--- src/hw/rtl/ddcc_pkg.sv ---
package ddcc_pkg;

    localparam int unsigned CNT_W = 32;
    localparam int unsigned WIN_W = 16;
    localparam int unsigned CFG_IDX_W = 2;

    localparam logic [WIN_W-1:0] WINDOW_RESET = 16'd50;
    localparam logic [CNT_W-1:0] RUN_LENGTH_RESET = 32'd86400000;
    localparam logic [CNT_W-1:0] LOG_PERIOD_RESET = 32'd60000;

    typedef enum logic [1:0] {
        FN_PULSE_ONE = 2'd0,
        FN_PULSE_TWO = 2'd1,
        FN_START     = 2'd2,
        FN_TICK      = 2'd3
    } t_func;

    typedef enum logic [CFG_IDX_W-1:0] {
        CFG_WINDOW     = 2'd0,
        CFG_RUN_LENGTH = 2'd1,
        CFG_LOG_PERIOD = 2'd2
    } t_cfg_idx;

    typedef enum logic [1:0] {
        PH_WAITING  = 2'd0,
        PH_RUNNING  = 2'd2,
        PH_FINISHED = 2'd3
    } t_phase;

    typedef struct packed {
        logic [WIN_W-1:0] window_us;
        logic [CNT_W-1:0] run_length_ms;
        logic [CNT_W-1:0] log_period_ms;
    } t_cfg;

    typedef struct packed {
        logic             valid;
        logic [CNT_W-1:0] elapsed_ms;
        logic [CNT_W-1:0] hits_one;
        logic [CNT_W-1:0] hits_two;
        logic [CNT_W-1:0] matches_res;
        logic             final_record;
    } t_record;

endpackage

--- src/hw/rtl/ddcc_cfg_regs.sv ---
module ddcc_cfg_regs (
    input  logic                          i_clk,
    input  logic                          i_rst_n,
    input  logic                          i_cfg_valid,
    input  logic [ddcc_pkg::CFG_IDX_W-1:0] i_cfg_index,
    input  logic [ddcc_pkg::CNT_W-1:0]    i_cfg_data,
    output logic                          o_cfg_ready,
    output ddcc_pkg::t_cfg                o_cfg
);

    ddcc_pkg::t_cfg r_cfg;

    assign o_cfg_ready = 1'b1;
    assign o_cfg       = r_cfg;

    always_ff @(posedge i_clk) begin
        if (!i_rst_n) begin
            r_cfg.window_us     <= ddcc_pkg::WINDOW_RESET;
            r_cfg.run_length_ms <= ddcc_pkg::RUN_LENGTH_RESET;
            r_cfg.log_period_ms <= ddcc_pkg::LOG_PERIOD_RESET;
        end else if (i_cfg_valid) begin
            case (i_cfg_index)
                ddcc_pkg::CFG_WINDOW: begin
                    r_cfg.window_us <= i_cfg_data[ddcc_pkg::WIN_W-1:0];
                end
                ddcc_pkg::CFG_RUN_LENGTH: begin
                    r_cfg.run_length_ms <= i_cfg_data;
                end
                ddcc_pkg::CFG_LOG_PERIOD: begin
                    r_cfg.log_period_ms <= i_cfg_data;
                end
                default: begin
                    // unmapped index: write dropped
                end
            endcase
        end
    end

endmodule

--- src/hw/rtl/ddcc_core.sv ---
module ddcc_core (
    input  logic                       i_clk,
    input  logic                       i_rst_n,
    input  logic                       i_step,
    input  logic [1:0]                 i_func,
    input  logic [ddcc_pkg::CNT_W-1:0] i_now_us,
    input  ddcc_pkg::t_cfg             i_cfg,
    output ddcc_pkg::t_record          o_rec
);

    ddcc_pkg::t_phase            r_phase,    n_phase;
    logic [ddcc_pkg::CNT_W-1:0]  r_ones,     n_ones;
    logic [ddcc_pkg::CNT_W-1:0]  r_twos,     n_twos;
    logic [ddcc_pkg::CNT_W-1:0]  r_match,    n_match;
    logic [ddcc_pkg::CNT_W-1:0]  r_last_one, n_last_one;
    logic [ddcc_pkg::CNT_W-1:0]  r_last_two, n_last_two;
    logic [ddcc_pkg::CNT_W-1:0]  r_run,      n_run;
    logic [ddcc_pkg::CNT_W-1:0]  r_since,    n_since;

    logic [ddcc_pkg::CNT_W-1:0]  gap_us;
    logic [ddcc_pkg::CNT_W-1:0]  win_ext;
    logic [ddcc_pkg::CNT_W-1:0]  run_inc;
    logic [ddcc_pkg::CNT_W-1:0]  since_inc;

    assign win_ext   = {{(ddcc_pkg::CNT_W-ddcc_pkg::WIN_W){1'b0}}, i_cfg.window_us};
    // wrapping gap to the other channel's last stamp
    assign gap_us    = (i_func == ddcc_pkg::FN_PULSE_ONE) ? (i_now_us - r_last_two)
                                                          : (i_now_us - r_last_one);
    assign run_inc   = r_run + 1'b1;
    assign since_inc = r_since + 1'b1;

    always_comb begin
        n_phase    = r_phase;
        n_ones     = r_ones;
        n_twos     = r_twos;
        n_match    = r_match;
        n_last_one = r_last_one;
        n_last_two = r_last_two;
        n_run      = r_run;
        n_since    = r_since;

        o_rec.valid        = 1'b0;
        o_rec.elapsed_ms   = run_inc;
        o_rec.hits_one     = r_ones;
        o_rec.hits_two     = r_twos;
        o_rec.matches_res  = r_match;
        o_rec.final_record = 1'b0;

        if (i_step) begin
            case (i_func)
                ddcc_pkg::FN_PULSE_ONE: begin
                    n_ones     = r_ones + 1'b1;
                    n_last_one = i_now_us;
                    if (gap_us <= win_ext) begin
                        n_match = r_match + 1'b1;
                    end
                end
                ddcc_pkg::FN_PULSE_TWO: begin
                    n_twos     = r_twos + 1'b1;
                    n_last_two = i_now_us;
                    if (gap_us <= win_ext) begin
                        n_match = r_match + 1'b1;
                    end
                end
                ddcc_pkg::FN_START: begin
                    if (r_phase == ddcc_pkg::PH_WAITING) begin
                        n_ones  = '0;
                        n_twos  = '0;
                        n_match = '0;
                        n_run   = '0;
                        n_since = '0;
                        n_phase = ddcc_pkg::PH_RUNNING;
                    end
                end
                default: begin
                    if (r_phase == ddcc_pkg::PH_RUNNING) begin
                        n_run   = run_inc;
                        n_since = since_inc;
                        if (run_inc >= i_cfg.run_length_ms) begin
                            o_rec.valid        = 1'b1;
                            o_rec.final_record = 1'b1;
                            n_phase            = ddcc_pkg::PH_FINISHED;
                        end else if (since_inc >= i_cfg.log_period_ms) begin
                            o_rec.valid = 1'b1;
                            n_since     = '0;
                        end
                    end
                end
            endcase
        end
    end

    always_ff @(posedge i_clk) begin
        if (!i_rst_n) begin
            r_phase    <= ddcc_pkg::PH_WAITING;
            r_ones     <= '0;
            r_twos     <= '0;
            r_match    <= '0;
            r_last_one <= '0;
            r_last_two <= '0;
            r_run      <= '0;
            r_since    <= '0;
        end else begin
            r_phase    <= n_phase;
            r_ones     <= n_ones;
            r_twos     <= n_twos;
            r_match    <= n_match;
            r_last_one <= n_last_one;
            r_last_two <= n_last_two;
            r_run      <= n_run;
            r_since    <= n_since;
        end
    end

endmodule

--- src/hw/rtl/dual_detector_coincidence_counter.sv ---
// Two-detector coincidence counter.
//
// Input channel (i_in_valid / o_in_ready): one transaction per event,
// i_func selects pulse on detector one, pulse on detector two, start, or
// millisecond tick; i_now_us is the pulse timestamp.
// Output channel (o_out_valid / i_out_ready): a log record of elapsed time
// and the three counts, o_final_record set on the record that ends the run.
// Config channel (i_cfg_valid / o_cfg_ready, always ready): index 0 window,
// 1 run length, 2 log period. Write only while the block is idle.
//
// An event is registered on acceptance, evaluated against the counter
// state once the output slot is free or being emptied, and its record (if
// any) is loaded into the output register. Throughput: one event per cycle
// while no record is held on a stalled output; the state update is a single
// compare-and-increment pass between the input and output registers.
// Stall: while a record waits on the output, the evaluation stage holds;
// o_in_ready stays high only until the input register holds an event.
// Reset (synchronous, active low): counts, stamps and timers cleared,
// waiting phase, registers back to their defaults, both stages empty.
module dual_detector_coincidence_counter (
    input  logic                           i_clk,
    input  logic                           i_rst_n,
    // event input
    input  logic                           i_in_valid,
    output logic                           o_in_ready,
    input  logic [1:0]                     i_func,
    input  logic [ddcc_pkg::CNT_W-1:0]     i_now_us,
    // record output
    output logic                           o_out_valid,
    input  logic                           i_out_ready,
    output logic [ddcc_pkg::CNT_W-1:0]     o_elapsed_ms,
    output logic [ddcc_pkg::CNT_W-1:0]     o_hits_one,
    output logic [ddcc_pkg::CNT_W-1:0]     o_hits_two,
    output logic [ddcc_pkg::CNT_W-1:0]     o_matches_res,
    output logic                           o_final_record,
    // configuration writes
    input  logic                           i_cfg_valid,
    output logic                           o_cfg_ready,
    input  logic [ddcc_pkg::CFG_IDX_W-1:0] i_cfg_index,
    input  logic [ddcc_pkg::CNT_W-1:0]     i_cfg_data
);

    ddcc_pkg::t_cfg    cfg;
    ddcc_pkg::t_record rec;

    // input register
    logic                       r_in_valid;
    logic [1:0]                 r_in_func;
    logic [ddcc_pkg::CNT_W-1:0] r_in_now;

    // output register
    logic                       r_out_valid;
    ddcc_pkg::t_record          r_out;

    logic advance;   // evaluation stage may retire its event
    logic step;      // event evaluated this cycle

    // Stage moves when the output slot is free or being emptied.
    assign advance    = !r_out_valid || i_out_ready;
    assign step       = r_in_valid && advance;
    assign o_in_ready = !r_in_valid || advance;

    ddcc_cfg_regs u_cfg (
        .i_clk       (i_clk),
        .i_rst_n     (i_rst_n),
        .i_cfg_valid (i_cfg_valid),
        .i_cfg_index (i_cfg_index),
        .i_cfg_data  (i_cfg_data),
        .o_cfg_ready (o_cfg_ready),
        .o_cfg       (cfg)
    );

    ddcc_core u_core (
        .i_clk    (i_clk),
        .i_rst_n  (i_rst_n),
        .i_step   (step),
        .i_func   (r_in_func),
        .i_now_us (r_in_now),
        .i_cfg    (cfg),
        .o_rec    (rec)
    );

    always_ff @(posedge i_clk) begin
        if (!i_rst_n) begin
            r_in_valid <= 1'b0;
        end else if (o_in_ready) begin
            r_in_valid <= i_in_valid;
        end
    end

    // payload only, no reset needed
    always_ff @(posedge i_clk) begin
        if (i_in_valid && o_in_ready) begin
            r_in_func <= i_func;
            r_in_now  <= i_now_us;
        end
    end

    always_ff @(posedge i_clk) begin
        if (!i_rst_n) begin
            r_out_valid <= 1'b0;
        end else if (step) begin
            r_out_valid <= rec.valid;
        end else if (i_out_ready) begin
            r_out_valid <= 1'b0;
        end
    end

    always_ff @(posedge i_clk) begin
        if (step && rec.valid) begin
            r_out <= rec;
        end
    end

    assign o_out_valid    = r_out_valid;
    assign o_elapsed_ms   = r_out.elapsed_ms;
    assign o_hits_one     = r_out.hits_one;
    assign o_hits_two     = r_out.hits_two;
    assign o_matches_res  = r_out.matches_res;
    assign o_final_record = r_out.final_record;

endmodule

--- config.mk ---
export PLATFORM = sky130hd
export DESIGN_NAME = dual_detector_coincidence_counter
export DESIGN_NICKNAME = d
export VERILOG_FILES = /design/src/hw/rtl/ddcc_pkg.sv /design/src/hw/rtl/ddcc_cfg_regs.sv /design/src/hw/rtl/ddcc_core.sv /design/src/hw/rtl/dual_detector_coincidence_counter.sv
export SDC_FILE = /design/constraint.sdc
export NUM_CORES = 1
export LEC_CHECK = 0
export BUFFER_PORTS_ARGS = -buffer_cell sky130_fd_sc_hd__buf_2
export CAP_MARGIN = 20
export CORE_AREA = 2 2 146 255
export CTS_CLUSTER_SIZE = 12
export DETAILED_ROUTE_END_ITERATION = 12
export DIE_AREA = 0 0 148 257
export PLACE_DENSITY = 0.95
export SLEW_MARGIN = 10
export SYNTH_ARGS = -nofsm -noshare
export SYNTH_HDL_FRONTEND = slang
export SYNTH_SLANG_ARGS = --single-unit
--- constraint.sdc ---
create_clock -name i_clk -period 14.4 [get_ports i_clk]
set_input_delay 1.44 -clock i_clk [delete_from_list [all_inputs] [get_ports i_clk]]
set_output_delay 1.44 -clock i_clk [all_outputs]
set_load 0.005 [all_outputs]
* Word-level counts from Yosys, hierarchy flattened
Cells that the tools add are included.
** Word-level totals
- Output and inout bits :: 132
- Logic and storage cells :: 93
- Register bits after elaboration :: 471
- Bits of input ports :: 73
** Cells by class
- Reductions and logical operators :: 29
- Order comparisons :: 3
- Muxes and demuxes :: 24
- Add/sub/neg operators :: 7
- Equality and inequality tests :: 7
- Bitwise gates (word level) :: 3
** Operator list (count)
- 32-bit case mux with 2 select lines :: 5
- 32-bit 2-to-1 mux :: 7
- 32-bit by 1-bit adder with 32-bit output, second input constant :: 5
- 32-bit greater-or-equal comparator :: 2
- 32-bit subtractor :: 2
- 32-bit by 16-bit <= comparator with 1-bit output :: 1
- 2-bit nonzero test :: 6
- 2-bit AND reduction :: 5
- 1-bit 2-to-1 mux :: 8
- 4-bit AND reduction :: 2
- 2-bit == test, second input constant :: 3
- 2-bit logical NOT :: 3
- 2-bit 2-to-1 mux :: 3
- 3-bit AND reduction :: 2
- 5-bit AND reduction :: 1
- 5-bit OR reduction :: 1
- 2-bit by 1-bit == test with 1-bit output, second input constant :: 2
- 2-bit by 1-bit inequality test with 1-bit output, second input constant :: 2
- 2-bit case mux with 2 select lines :: 1
- 1-bit logical AND :: 3
- 1-bit inverter :: 3
- 3-bit OR reduction :: 1
- 1-bit logical NOT :: 2
- 1-bit logical OR :: 2
- 2-bit OR reduction :: 1

* Logic depth before layout (Yosys ltp)
Gate-level depths: netlist of the first run.
- Word-level depth :: 8
- Mapped depth :: 25
- Depth with buffers taken out :: 23

* Modules after synthesis
Synthesis of the first run repeated with hierarchy kept, for this count alone.
** Second synthesis, totals
- Cell total of the unflattened synthesis :: 2339
- Area total of the unflattened synthesis :: 22725.5 µm²
** By module, submodules not included
- ddcc_core :: area each 14571.5 µm², cells an instance 1843, times used 1, seq. area each 4524.3 µm²
- dual_detector_coincidence_counter :: area each 5007.3 µm², cells an instance 176, times used 1, seq. area each 4934.7 µm²
- ddcc_cfg_regs :: area each 3146.8 µm², cells an instance 320, times used 1, seq. area each 1601.5 µm²

* Least setup slack after synthesis of the first run
OpenSTA, ideal clock, no wires.
- Path kind :: register -> register
- From :: reg u_core.r_run[0] (netlist name)
- To :: reg r_out, in the netlist o_elapsed_ms[0] (enable)
- Period minus slack after synthesis :: 7.227 ns
- Arrival :: 6.725 ns
- Stages on the path, launching flop included :: 19
- Slack :: 7.173 ns
- Library setup time :: 0.502 ns
- Buffers on the path :: 3
- Required time :: 13.898 ns
- Cells stage by stage :: dfxtp_1 > ha_1 > and3_1 > and3_1 > clkbuf_1 > and3_1 > clkbuf_1 > and3_1 > clkbuf_1 > nand2_1 > nor2_1 > and3_1 > xor2_1 > ha_1 > nand4_1 > nor4_1 > nand2_1 > o31ai_1 > o2111a_1
** RTL lines
- start: declaration :: RTL line ddcc_core.sv:17 : logic [ddcc_pkg::CNT_W-1:0] r_run, n_run;
- start signal: assignment :: RTL line ddcc_core.sv:110 : r_run <= n_run;
- end signal: assignment :: RTL line dual_detector_coincidence_counter.sv:111 : r_out <= rec;
- end: declaration :: RTL line dual_detector_coincidence_counter.sv:53 : ddcc_pkg::t_record r_out;

* Worst setup path after layout of the first run
- From :: reg r_in_func[0]
- To :: reg u_core.r_match[8] (netlist name)
** On the way
- Longest elaborated chain between the ends :: 5
- Elaborated cells on any way between the ends :: 11
- Those cells by class :: 1 x order compare; 4 x eq/ne; 2 x mux; 4 x reduce/logical
** Ends and longest elaborated chain
- start: declaration :: RTL line dual_detector_coincidence_counter.sv:48 : logic [1:0] r_in_func;
- start signal: assignment :: RTL line dual_detector_coincidence_counter.sv:94 : r_in_func <= i_func;
- 2-bit logical NOT :: RTL line ddcc_core.sv:27, ddcc_core.sv:50
- 32-bit 2-to-1 mux :: RTL line ddcc_core.sv:27 : assign gap_us = (i_func == ddcc_pkg::FN_PULSE_ONE) ? (i_now_us - r_last_two)
- 32-bit by 16-bit <= comparator with 1-bit output :: RTL line ddcc_core.sv:54, ddcc_core.sv:61
- 2-bit by 1-bit inequality test with 1-bit output (no line)
- 4-bit AND reduction (no line)
- end signal: assignment :: RTL line ddcc_core.sv:107 : r_match <= n_match;
- end: declaration :: RTL line ddcc_core.sv:14 : logic [ddcc_pkg::CNT_W-1:0] r_match, n_match;
Several ways; a longest one is shown, not always the timed one.
A chain may end at the register's enable or synchronous reset.

==> key figures, run 1 <==
Outcome
  – Status: finished clean

Synth
  – Unique masters post-synth: 68
  – Dominant synthesized flop cell: dfxtp_1
  – Ys Warns: 0
  – Synth area leaders: dfxtp_1 27%, edfxtp_1 21%, ha_1 6.5%
  – Async SR Flop Fraction: 0%
  – Synthesized Nets: 2,637
  – EDFF count, synth: 163
  – Synth top area share: 26.6%
  – Cell count after synthesis: 2,443
  – Register area share after synthesis: 47.8%
  – Register bit total from synthesis: 471
  – Mapped Avg Cell Area: 9.47 µm²
  – Cell taking the most area after synthesis: dfxtp_1
  – Post-Syn Area: 23,100 µm²

Layout
  – Net count, final: 2,778
  – Storage element area: 11,100 µm²
  – Commonest non-fill, non-tap cell in the layout: nand2_1
  – Multi-input logic area: 11,200 µm²
  – Most frequent cells in the layout: 391 x nand2_1, 308 x dfxtp_1, 202 x buf_2, 163 x edfxtp_1, 137 x a21boi_0
  – Fill count: 2,435
  – Layout overhead on the synthesized area: 11.7%
  – Fin area: 25,800 µm²
  – Share of cells above drive strength 1: 11.5%

Clock tree
  – Maximum clock path buffer count: 3
  – Post-CTS resize count: 0
  – Root Driver: clkbuf_16
  – Post-CTS Setup Inserts: 0
  – Later-pin clock latency in the skew report: 0.56 ns
  – H-tree Lvls: 2
  – CTS buffer count: 46
  – Clock sink count: 471
  – Reg clk slew, reported paths: 0.06 ns
  – CTS tree: done
  – # hold bufs at CTS: 0

Placement
  – Worst slack at placement: 7.69 ns
  – I/O Buffers: 203
  – Routability cong.: 1.00
  – Dpl cell area: 24,500 µm²
  – Detailed Place HPWL: 39.8 mm

Timing
  – Min Clock Period, post-route: 6.83 ns
  – RSZ-0062 raised after global routing: false
  – Final hold vios: 0
  – Maximum clock frequency: 146 MHz
  – Clock skew: 0.0257 ns
  – Least-Margin Pin Slew: 1.14 ns
  – Final Setup Violations: 0
  – Rel. slew slack: 24.1%
  – TNS Setup: 0 ns
  – Final worst slack: 7.57 ns
  – Tcrit/Tclk final: 47.5%
  – Slew Limit Fails: 0

Routing
  – Routed vias: 19,000
  – Final wirelength: 57.7 mm
  – Mean routed wirelength per cell: 18.7 µm
  – DR pass1 iterations: 5
  – Post-DRT Antenna Nets: 0
  – Via density: 6.15
  – DRC violations left: 0
  – Initial DRC Count: 1,285

Global route
  – Initial antenna violation count: 3
  – Pin count of the biggest net entering global routing: 128
  – First-pass GRT wire length: 92.6 mm
  – GRT Total Usage: 29.7%
  – Grt total ovfl: 0
  – Vias in the first global route: 19,200

Hold path
  – Hold path endpoint: o_hits_two[31]$_DFFE_PP_
  – HP Start: u_core.r_twos[31]$_SDFFE_PN0P_
  – Hold crit path type: register to register
  – Hold path depth: 0

Pwr
  – VDD IR max: 116 µV
  – Total power: 2790 µW
  – Leakage power: 0.0101 µW
  – Power Dens Cells: 108 nW/µm²

Floorplan
  – Chip width: 148 µm
  – Chip Height: 257 µm
  – Initial core utilization: 64.4%
  – Num rows: 92
  – Die Area: 38,000 µm²
  – Core area: 35,900 µm²
  – I/O Pins: 205

Setup path
  – Critical R2R Capture: u_core.r_match[8]$_SDFFE_PN0P_
  – Critical R2R Launch: r_in_func[0]$_DFFE_PP_
  – R2R setup slack: 7.57 ns
  – Worst EP required: 14.89 ns
  – R2r worst-path depth: 22
  – Crit-path max FO: 22
  – CP startpoint kind: register
  – CP arrival: 7.32 ns
  – Crit path capture type: register
  – Setup Crit Path Kind: register to register

Flow run
  – Max Cap Viol: 0
==> critical path, stage by stage, from the launching register on <==
cell	delay (ns)
edfxtp_1	0.42
inv_1	0.11
ha_2	0.60
buf_4	0.41
mux2_2	0.38
ha_1	0.19
nor2b_1	0.13
o31a_1	0.19
o21ai_2	0.09
a211o_2	0.41
a31oi_2	0.35
nor2_1	0.09
xnor2_1	0.15
ha_1	0.32
nand4_1	0.14
nor4_1	0.45
o22ai_1	0.12
or4_1	0.61
nor2_1	0.11
and4_1	0.30
nand3_1	0.49
a21oi_1	0.43
mux2i_1	0.25
==> area by class of cell <==
class / count / area share [%]
Sequential cell: 471 / 42.8
Clock buffer: 76 / 4.97
Timing Repair Buffer: 221 / 4.71
Inverter: 125 / 1.82
Antenna cell: 3 / 0.0291
Multi-Input combinational cell: 1719 / 43.2
Clock inverter: 4 / 0.208
Tap cell: 470 / 2.28
==> state kept, by name, indices dropped and copies added, names as in the netlist <==
name / flops
o_hits_one: 32
o_hits_two: 32
r_in_func: 2
u_core.r_ones: 32
u_core.r_twos: 32
o_elapsed_ms: 32
o_final_record: 1
r_in_now: 32
u_core.r_since: 32
u_cfg.o_cfg: 80
u_core.r_match: 32
u_core.r_last_one: 32
u_core.r_phase: 2
o_out_valid: 1
u_core.r_run: 32
r_in_valid: 1
u_core.r_last_two: 32
o_matches_res: 32
==> where the power goes <==
group	switching [µW]	leakage [µW]	internal [µW]
clock	493	0.000640	624
combinational	164	0.00522	98.0
sequential	16.7	0.00425	1390
total	674	0.0101	2110
==> through the flow <==
step	hold slack, ns	util [%]	std cells
final	0.459	71.9	3089
after global routing	0.481	71.9	3089
after CTS	0.462	71.8	3084
after detailed placement	0.449	68.1	3004
after global placement	0.435	67.9	3000
after floorplan	0.428	-	2443
==> metal layers <==
metal | vias up | wire (µm) | part of all wire [%] | track usage, %
li1 | 8871 | - | - | -
met1 | 8969 | 19800 | 34 | 30.5
met2 | 867 | 30300 | 52 | 54.4
met3 | 278 | 3400 | 5.9 | 4.01
met4 | 0 | 4200 | 7.3 | 21.1
met5 | - | 0 | 0 | 0
==> synth_stat cells, drive strengths merged (10+ instances only) <==
cell / count
nand2: 392
dfxtp: 308
edfxtp: 163
a21boi: 137
nor2: 129
inv: 125
ha: 120
clkbuf: 116
a21oi: 101
nand3: 79
xor2: 77
o211ai: 74
nor2b: 66
o21ai: 64
mux2i: 61
xnor2: 56
and3: 48
a22oi: 44
nand4: 42
a21o: 40
nor3: 19
and2: 18
a211oi: 15
nor4: 13
or3: 13
buf: 12
o21a: 12
a31oi: 11
and4: 10
==> logic make-up (layout without fill, tap and decap cells) <==
kind of cell | after synthesis | in the layout | synth area share (%)
DFF | 471 | 471 | 47.8
other | 1 | 4 | 0.0162
xor gates and xnor gates | 133 | 133 | 5.03
buffers and inverters | 253 | 426 | 4.17
muxes | 65 | 65 | 2.83
and+or+nand+nor | 864 | 864 | 17.6
AOI/OAI and AO/OA | 535 | 535 | 16.0
adders and majority gates | 121 | 121 | 6.58
==> worst max-delay path by stage <==
stage                                             from                              end  cells past startpoint
final                           r_in_func[0]$_DFFE_PP_   u_core.r_match[8]$_SDFFE_PN0P_                     22
after global routing      u_core.r_run[0]$_SDFFE_PN0P_        o_elapsed_ms[5]$_DFFE_PP_                     15
after CTS                       r_in_func[0]$_DFFE_PP_   u_core.r_match[9]$_SDFFE_PN0P_                     23
after detailed placement        r_in_func[0]$_DFFE_PP_  u_core.r_match[18]$_SDFFE_PN0P_                     23
after global placement          r_in_func[0]$_DFFE_PP_   u_core.r_match[6]$_SDFFE_PN0P_                     23
after floorplan           u_core.r_run[0]$_SDFFE_PN0P_        o_elapsed_ms[0]$_DFFE_PP_                     18
Note: power is estimated with default switching activity, not from simulation.
==> run 2: changes to the inputs <==
ABC_AREA = 1   (was unset)
CORE_AREA = 2 2 162 283   (was 2 2 146 255)
DIE_AREA = 0 0 164 285   (was 0 0 148 257)
PLACE_DENSITY = 0.85   (was 0.95)
clock period = 5.9 ns   (was 14.4 ns; I/O delays follow)
==> run 2 against run 1 <==
Against the previous run:
- setup slack lost 6.7 ns
- first-iteration DRC count grew 21%
- clock power grew 140%
- synthesized cell count grew 23%
- maximum frequency grew 37%
- sequential share of layout area shrank 1.2 points
- global-route usage shrank 4.4 points
- die area grew 23%
- count of clock-buffer cells in the layout shrank 1
- sequential power grew 140%
- core utilization shrank 12 points
- hold slack lost 0.27 ns
- largest cell class is now sequential cells
==> key figures, run 2 <==
Layout
  – Final design utilization: 59.5% (-12 points)
  – Layout overhead on the synthesized area: 12.2%
  – Ant diodes: 0 (-3)
  – Storage element area: 11,100 µm² (unchanged)
  – Most frequent cells in the layout: 673 x nand2_1, 427 x inv_1, 316 x a21oi_1, 308 x dfxtp_1, 202 x buf_2
  – Fill count: 3,863 (+59%)
  – Net count, final: 3,363 (+21%)
  – Share of cells above drive strength 1: 10.7% (-0.79 points)
  – Multi-input logic area: 10,600 µm² (-5.0%)
  – Commonest non-fill, non-tap cell in the layout: nand2_1
  – Largest register FFs: 80 (unchanged)

Synth
  – Top cells by count, synth: 673 x nand2_1, 428 x inv_1, 316 x a21oi_1
  – Synth area leaders: dfxtp_1 26%, edfxtp_1 21%, nand2_1 11%
  – Mapped Avg Cell Area: 7.90 µm² (-17%)
  – Register bit total from synthesis: 471 (unchanged)
  – Cell count after synthesis: 3,001 (+23%)
  – Top-count cell post-synth: nand2_1
  – Unique masters post-synth: 48 (-29%)
  – Synthesized Nets: 3,195 (+21%)
  – Dominant synthesized flop cell: dfxtp_1
  – EDFF count, synth: 163 (unchanged)
  – Ys Warns: 0 (unchanged)
  – Async SR Flop Fraction: 0% (unchanged)
  – Register area share after synthesis: 46.6% (-1.2 points)
  – Post-Syn Area: 23,700 µm² (+2.5%)
  – Cell taking the most area after synthesis: dfxtp_1
  – Synth top area share: 26.0% (-0.65 points)

Routing
  – DR pass1 iterations: 7 (+2)
  – Initial DRC Count: 1,554 (+21%)
  – Post-DRT Antenna Nets: 0 (unchanged)
  – DRC violations left: 0 (unchanged)
  – Met3 wire len: 2.45 mm (-28%)
  – Post-Route M1 WL: 22.4 mm (+13%)
  – Routed vias: 20,200 (+6.6%)
  – Met2 Wirelength: 31.9 mm (+5.5%)
  – Final wirelength: 60.2 mm (+4.4%)
  – Via density: 5.35 (-13%)
  – Top routing layer used: met5
  – Mean routed wirelength per cell: 15.9 µm (-15%)

Clock tree
  – Post-CTS Setup Inserts: 0 (unchanged)
  – CTS tree: done
  – Post-CTS resize count: 0 (unchanged)
  – H-tree Lvls: 2 (unchanged)
  – CTS buffer count: 46 (unchanged)
  – Root Driver: clkbuf_16
  – # hold bufs at CTS: 0 (unchanged)
  – Maximum clock path buffer count: 3 (unchanged)
  – Clock sink count: 471 (unchanged)
  – Later-pin clock latency in the skew report: 0.58 ns (+0.02 ns)
  – Reg clk slew, reported paths: 0.06 ns (about the same)

Global route
  – Vias in the first global route: 19,300 (+0.70%)
  – First-pass GRT wire length: 95.1 mm (+2.7%)
  – Pin count of the biggest net entering global routing: 111 (-13%)
  – Grt total ovfl: 0 (unchanged)
  – Initial antenna violation count: 1 (-2)
  – GRT Total Usage: 25.3% (-4.4 points)

Setup path
  – CP startpoint kind: register
  – Crit path capture type: register
  – Crit-path max FO: 46 (+110%)
  – Largest stage delay, worst path: 0.42 ns (-0.19 ns)
  – CP arrival: 5.42 ns (-1.90 ns)
  – Most used cell, CP: nand2_1
  – Setup Crit Path Kind: register to register
  – Critical path's slowest cell: edfxtp_1
  – Worst EP required: 6.32 ns (-8.57 ns)

Pwr
  – VDD IR max: 244 µV (+110%)
  – Total power: 7030 µW (+150%)
  – Power Dens Cells: 264 nW/µm² (+150%)
  – Leakage power: 0.0115 µW (+14%)

Timing
  – Final Setup Violations: 0 (unchanged)
  – Min Clock Period, post-route: 5.00 ns (-1.84 ns)
  – Tcrit/Tclk final: 84.7% (+37 points)
  – Final hold vios: 0 (unchanged)
  – Slew Limit Fails: 0 (unchanged)
  – Rel. slew slack: 29.5% (+5.5 points)
  – TNS Setup: 0 ns (unchanged)
  – RSZ-0062 raised after global routing: false
  – Clock skew: 0.0224 ns (-0.00335 ns)
  – Least-Margin Pin Slew: 1.05 ns (-0.0813 ns)
  – WHS: 0.192 ns (-0.267 ns)
  – Maximum clock frequency: 200 MHz (+37%)

Floorplan
  – Chip width: 164 µm (+11%)
  – Die Area: 46,700 µm² (+23%)
  – I/O Pins: 205 (unchanged)
  – Core area: 44,700 µm² (+25%)
  – Initial core utilization: 53.0% (-11 points)
  – Num rows: 103 (+12%)
  – Chip Height: 285 µm (+11%)

Flow run
  – Max Cap Viol: 0 (unchanged)

Placement
  – Detailed Place HPWL: 44.3 mm (+11%)
  – I/O Buffers: 203 (unchanged)
  – Routability cong.: 0.965 (-3.7%)

Outcome
  – Status: finished clean

Hold path
  – Hold crit path type: primary input to register
==> run 2: worst max-delay path, delay by kind of cell (launching register included) <==
family | cells | cell delay (ns)
and+or+nand+nor | 14 | 2.02
adders and majority gates | 3 | 0.97
AOI/OAI and AO/OA | 5 | 0.64
buffers and inverters | 2 | 0.50
DFF | 1 | 0.42
xor gates and xnor gates | 1 | 0.26
==> run 2: metal layers <==
metal | vias up | track usage (%)
met2 | 622 | 48.1
met3 | 190 | 2.78
met1 | 9243 | 26.8
li1 | 10200 | -
met4 | 2 | 13.4
met5 | - | 0
==> run 2: cell type report <==
| class | count | area share [%] |
|---|---|---|
| inverters | 437 | 6.18 |
| well taps | 577 | 2.71 |
| multi-input cells | 1990 | 39.8 |
| clock buffers | 75 | 4.89 |
| clock inverters | 6 | 0.179 |
| repair buffers | 223 | 4.65 |
| flip-flops and latches | 471 | 41.6 |
==> run 2: final timing paths <==
| path | from | to | slack, ns | cells after the start |
|---|---|---|---|---|
| worst min register to register | u_core.r_twos[31]$_SDFFE_PN0P_ | o_hits_two[31]$_DFFE_PP_ | 0.44 | 0 |
| worst max register to register | r_in_func[0]$_DFFE_PP_ | u_core.r_match[14]$_SDFFE_PN0P_ | 0.90 | 25 |
| worst min-delay path | i_now_us[18] | r_in_now[18]$_DFFE_PP_ | 0.19 | 1 |
| worst max-delay path | r_in_func[0]$_DFFE_PP_ | u_core.r_match[14]$_SDFFE_PN0P_ | 0.90 | 25 |
==> run 2: kinds of logic (layout without fill, tap and decap cells) <==
group | Yosys count | after routing | synth area share (%)
other cells | 1 | 1 | 0.0158
compound gates | 549 | 549 | 12.2
buf+inv | 540 | 741 | 8.74
fa+ha+maj | 121 | 121 | 6.42
flops | 471 | 471 | 46.6
xor+xnor | 99 | 99 | 3.66
simple gates | 1220 | 1220 | 22.3
==> run 2: where the power goes <==
part / total, µW / internal [µW] / switching (µW) / leakage, µW
clock network: 2730 / 1510 / 1220 / 0.000652
logic: 861 / 283 / 578 / 0.00654
registers: 3440 / 3410 / 35.8 / 0.00430
==> run 2: per-stage QoR <==
stage / setup WS (ns) / std cells / instance area (µm²)
2_1_floorplan: 0.0788 / 3001 / 23700
3_3_place_gp: 1.05 / 3694 / 25200
3_5_place_dp: 0.935 / 3695 / 25200
4_1_cts: 0.902 / 3776 / 26600
5_1_grt: 0.420 / 3779 / 26600
6_report: 0.901 / 3779 / 26600
